$ cat src/rtl/sfa_pkg.sv
package sfa_pkg;

   localparam int NCOEF = 7;
   localparam int NPROD = 2 * NCOEF - 1;
   localparam int CW    = 31;
   localparam int DW    = 224;
   localparam int UW    = 3;

   typedef logic [CW-1:0] coef_type;

   localparam coef_type P         = 31'd2013265921;
   localparam coef_type HALF_P    = 31'd1006632960;
   // Montgomery constants, R = 2^32
   localparam coef_type R2_MONT   = 31'd1172168163;
   localparam coef_type C5_MONT   = 31'd1342177270;
   localparam coef_type C2_MONT   = 31'd536870908;
   localparam coef_type CURVE_A   = 31'd2;
   localparam coef_type CURVE_B   = 31'd26;
   localparam int       CURVE_IDX = 5;

   typedef enum logic [2:0] {
      OP_LOAD  = 3'd0,
      OP_ADD   = 3'd1,
      OP_SUB   = 3'd2,
      OP_MUL   = 3'd3,
      OP_ADDB  = 3'd4,
      OP_SUBB  = 3'd5,
      OP_SCALE = 3'd6,
      OP_CURVE = 3'd7
   } op_type;

   typedef enum logic [1:0] {
      TC_ZERO = 2'd0,
      TC_RECV = 2'd1,
      TC_SEND = 2'd2
   } tclass_type;

   // writeback control that rides along with a lane beat
   typedef struct packed {
      logic       valid;
      logic       to_bm;
      logic [2:0] shift;
   } wb_ctl_type;

   function automatic coef_type canon(input coef_type v);
      return (v >= P) ? v - P : v;
   endfunction

   function automatic coef_type fadd(input coef_type a, input coef_type b);
      logic [CW:0] s;
      s = {1'b0, a} + {1'b0, b};
      return (s >= {1'b0, P}) ? CW'(s - {1'b0, P}) : s[CW-1:0];
   endfunction

   function automatic coef_type fsub(input coef_type a, input coef_type b);
      logic [CW:0] s;
      s = {1'b0, a} + {1'b0, P} - {1'b0, b};
      return (a >= b) ? a - b : s[CW-1:0];
   endfunction

endpackage

$ cat src/rtl/sfa_lane.sv
module sfa_lane import sfa_pkg::*; (
   input  logic     clock,
   input  coef_type x,
   input  coef_type y,
   output coef_type res
);

   logic [61:0] prod_ff, prod_in;
   logic [31:0] lo, m;
   logic [4:0]  m_top;
   logic [64:0] u;
   logic [31:0] t;
   coef_type    res_ff, res_in;

   assign prod_in = {31'd0, x} * {31'd0, y};

   // Montgomery reduction: -p^-1 mod 2^32 = 15*2^27 - 1, m*p by shifts
   always_comb begin
      lo     = prod_ff[31:0];
      m_top  = lo[4:0] * 5'd15;
      m      = {m_top, 27'd0} - lo;
      u      = {3'd0, prod_ff} + {2'd0, m, 31'd0} + {33'd0, m} - {6'd0, m, 27'd0};
      t      = u[63:32];
      res_in = (t >= {1'b0, P}) ? CW'(t - {1'b0, P}) : t[CW-1:0];
   end

   always_ff @(posedge clock) begin
      prod_ff <= prod_in;
      res_ff  <= res_in;
   end

   assign res = res_ff;

endmodule

$ cat config.mk
export PLATFORM = sky130hd
export DESIGN_NAME = sfa_lane
export DESIGN_NICKNAME = d
export VERILOG_FILES = /design/src/rtl/sfa_pkg.sv /design/src/rtl/sfa_lane.sv
export SDC_FILE = /design/constraint.sdc
export NUM_CORES = 2
export LEC_CHECK = 0
export ABC_AREA = 1
export BUFFER_PORTS_ARGS = -buffer_cell sky130_fd_sc_hd__buf_2
export CAP_MARGIN = 40
export CORE_MARGIN = 10
export CORE_UTILIZATION = 30
export CTS_BUF_LIST = sky130_fd_sc_hd__clkbuf_8 sky130_fd_sc_hd__clkbuf_16
export CTS_CLUSTER_SIZE = 10
export DETAILED_ROUTE_END_ITERATION = 10
export GPL_ROUTABILITY_DRIVEN = 0
export HOLD_SLACK_MARGIN = 0.1
export SLEW_MARGIN = 20
export SYNTH_ARGS = -nofsm -noshare
export SYNTH_HDL_FRONTEND = slang
export SYNTH_SLANG_ARGS = --single-unit
$ cat constraint.sdc
create_clock -name clock -period 16.7 [get_ports clock]
set_input_delay 2.505 -clock clock [delete_from_list [all_inputs] [get_ports clock]]
set_output_delay 2.505 -clock clock [all_outputs]
set_load 0.02 [all_outputs]
### Word-level counts from Yosys, hierarchy flattened

Index checks and enable logic that the tools add are counted.

* logic and storage cells: 11
* register bits: 93
* input port bits: 63
* output and inout port bits: 31

* multipliers: 2
* multiplexer cells: 1
* add/subtract/negate cells: 5
* order comparisons: 1

Operators with widths (number)
* $add A62 B63 Y64: 1
* $add A64 B32 Y64: 1
* $sub A64 B59 Y64: 1
* $mul A31 B31 Y62: 1
* $ge A32 B31 Y1 const B: 1
* $sub A32 B32 Y32: 1
* $mux W31: 1
* $sub A31 B31 Y31 const B: 1
* $mul A5 B4 Y5 const B: 1

### Logic depth before layout (Yosys ltp)

* depth in word-level cells: 7
* gate-level depth with buffers: 45
* gate-level depth less buffers: 44

### Least setup slack after synthesis

OpenSTA, ideal clock, no wires.

* path kind: in2reg
* start: input y[7]
* end: register prod_ff[58]
* arrival: 8.763 ns
* path buffers: 1
* stages: 26
* data required time: 16.577 ns
* path slack: 7.814 ns
* setup time: 0.123 ns
* cells stage by stage: clkbuf_1 > nand2_1 > fa_1 > fa_1 > inv_1 > fa_1 > inv_1 > fa_1 > inv_1 > fa_1 > inv_1 > fa_1 > inv_1 > fa_1 > inv_1 > fa_1 > inv_1 > ha_1 > nand2_1 > nor2_1 > inv_1 > o21ai_0 > a21oi_1 > o311ai_0 > a21oi_1 > xor2_1

* longest elaborated chain between the ends: 1

Ends and longest elaborated chain
* start, declared: RTL line sfa_lane.sv:4 `input coef_type y,`
* $mul A31 B31 Y62: RTL line sfa_lane.sv:15 `assign prod_in = {31'd0, x} * {31'd0, y};`
* net prod_in[58]: RTL line sfa_lane.sv:8 `logic [61:0] prod_ff, prod_in;`
* end signal, assigned: RTL line sfa_lane.sv:28 `prod_ff <= prod_in;`
* end, declared: RTL line sfa_lane.sv:8

The timed path passes the listed nets, and every way through them passes these cells.

### Worst setup path in the final report

* start: input y[8]
* end: register prod_ff[59]

The elaborated chain is that of the path after synthesis.

==> results.tsv <==
metric	value	unit
status	finished clean	
Core Util, Final	32.3	%
final setup fails	0	
antenna viol nets, final	0	
clk buf depth	2	
port buffer count	93	
slew margin rel.	38.6	%
routed length per instance	16.9	µm
Final period util	58.4	%
clock transition at the registers of the reported paths	70	ps
WP data required	17010	ps
setup TNS	0	ps
Worst EP arrival	10060	ps
First-pass DRT Iterations	7	
first-pass GRT wire length	212	mm
H-tree levels	3	
worst-margin pin slew	921	ps
Clock Latency Late Sink	380	ps
Synth cell types	45	
CTS root buf	clkbuf_16	
Yosys top cell area share	40.1	%
crit-path max cell delay	690	ps
Cell Area, Synth	43500	µm²
crit path kind	in2reg	
skew final	7.17	ps
max-slew violation count	0	
Worst setup SP type	primary input	
CTS tree	done	
area leader, netlist	fa_1	
Initial Utilization	30.2	%
Starting DRT DRC Count	2532	
post-CTS sizing	0	
Critical Path End Type	register	
async set or reset register ratio after synthesis	0	%
Rows	139	
mean post-synth cell area	7.26	µm²
chip height	401	µm
Mapped Cells	5988	
GR Overflow Total	0	
post-route cell area	46500	µm²
Synth Warn #	0	
Top-Level Pins	94	
Area Growth Syn to Fin	6.88	%
EDFF count, synth	0	
setup bufs post-CTS	0	
worst-path fanout max	31	
fmax	0.103	GHz
FF+latch count, synth	93	
DR DRC count	0	
Synth area leaders	fa_1 40%, inv_1 15%, nand2_1 15%	
dpl cell area	45800	µm²
Die Footprint	161000	µm²
initial antenna violation count	8	
Seq/Total Area, Yosys	4.28	%
vias per cell	4.60	
Hold Path Class	reg2reg	
cell family with most CP delay	adder cells	
most frequent cells in the layout	1771 x inv_1, 1717 x nand2_1, 872 x fa_1	
RSZ-0062 raised after global routing	no	
hpwl dp	107	mm
crit path time final	9750	ps
DRT Wirelength	133	mm
Die Wd	401	µm
main flop type after synthesis	dfxtp_1	
Core Footprint	144000	µm²
WP buf/inv	9	
layout net count	7291	
total CTS buffers	9	
share of cells above drive strength 1	4.34	%
Via Count	36100	
Crit-path slowest cell	buf_2	
GRT Util Overall	16.5	%
vias in the first global route	38600	
Post-CTS Hold Fix Bufs	0	
CTS sink count	93	
Hold Violations, Final	0	
max_cap viols	0	
largest net degree at the start of global routing	49	
Synth Net Count	7340	
most common cell after layout, fill and taps aside	inv_1	
[worst paths after layout]
| check | depth (start not counted) | start | endpoint | slack (ps) |
|---|---|---|---|---|
| setup / recovery | 27 | y[8] | prod_ff[59] | 6950 |
| setup reg to reg | 31 | prod_ff[0] | res[13] | 8830 |
| hold / removal | 8 | prod_ff[58] | res[28] | 1310 |
| hold reg to reg | 8 | prod_ff[58] | res[28] | 1310 |
[sequential cells by signal, summed over array words and instances (netlist names)]
signal	count
res	31
prod_ff	62
[area by class of cell]
type / instances / area (µm²)
Sequential cell: 93 / 1860
Clock inverter: 6 / 93.8
Inverter: 1793 / 6730
Clock buffer: 9 / 225
Multi-Input combinational cell: 3910 / 34200
Timing Repair Buffer: 132 / 1040
Fill cell: 15400 / 97300
Antenna cell: 3 / 7.51
Tap cell: 1903 / 2380
[routing by layer]
layer	vias to the layer above	part of all wire, %	global-route usage [%]
met3	252	8.1	2.74
met2	1322	47	28.2
met5	-	0.019	0
li1	16900	-	-
met4	4	3.2	4.83
met1	17600	42	21.3
[cells in the mapped netlist, drive strengths merged, types with 2 or more instances]
master and n:
a21oi 140, nand3 107, nor2 290, xor2 59
a21o 9, a31oi 27, o21ai 82, o221ai 4
buf 6, dfxtp 93, nand2 1749, nand3b 7
nor3 33, ha 417, o211ai 2, inv 1792
o21bai 13, clkbuf 186, and2 5, nor4 9
nand4 25, xnor2 49, o21a 5, fa 872
[stage by stage]
step / hold WS, ps / setup WS [ps] / std cells
floorplan: 1010 / 7810 / 5988
global placement: 1280 / 6500 / 7813
detailed placement: 1280 / 6460 / 7815
CTS: 1310 / 6880 / 7830
global route: 1410 / 6650 / 7846
finish: 1310 / 6950 / 7849
[worst reg2reg max path, delay by kind of cell (launching register included)]
kind / cells / cell delay [ps]
AND/OR/NAND/NOR: 17 / 2420
buffers and inverters: 6 / 1330
flip-flops: 1 / 600
XOR/XNOR: 1 / 530
AO/OA/AOI/OAI: 1 / 150
adder cells (fa/ha/maj): 6 / 2740
[cell families after synthesis]
logic type               after synthesis  synth area share (%)
flip-flops                            93                  4.28
buffers and inverters               1985                  17.2
AND/OR/NAND/NOR                     2227                  20.5
AO/OA/AOI/OAI                        286                  3.69
adder cells (fa/ha/maj)             1289                  52.1
XOR/XNOR                             108                  2.17
Power is left out: the tool's default activity adds up to more than one toggle a clock period on the data nets, which glitch-free logic cannot reach.
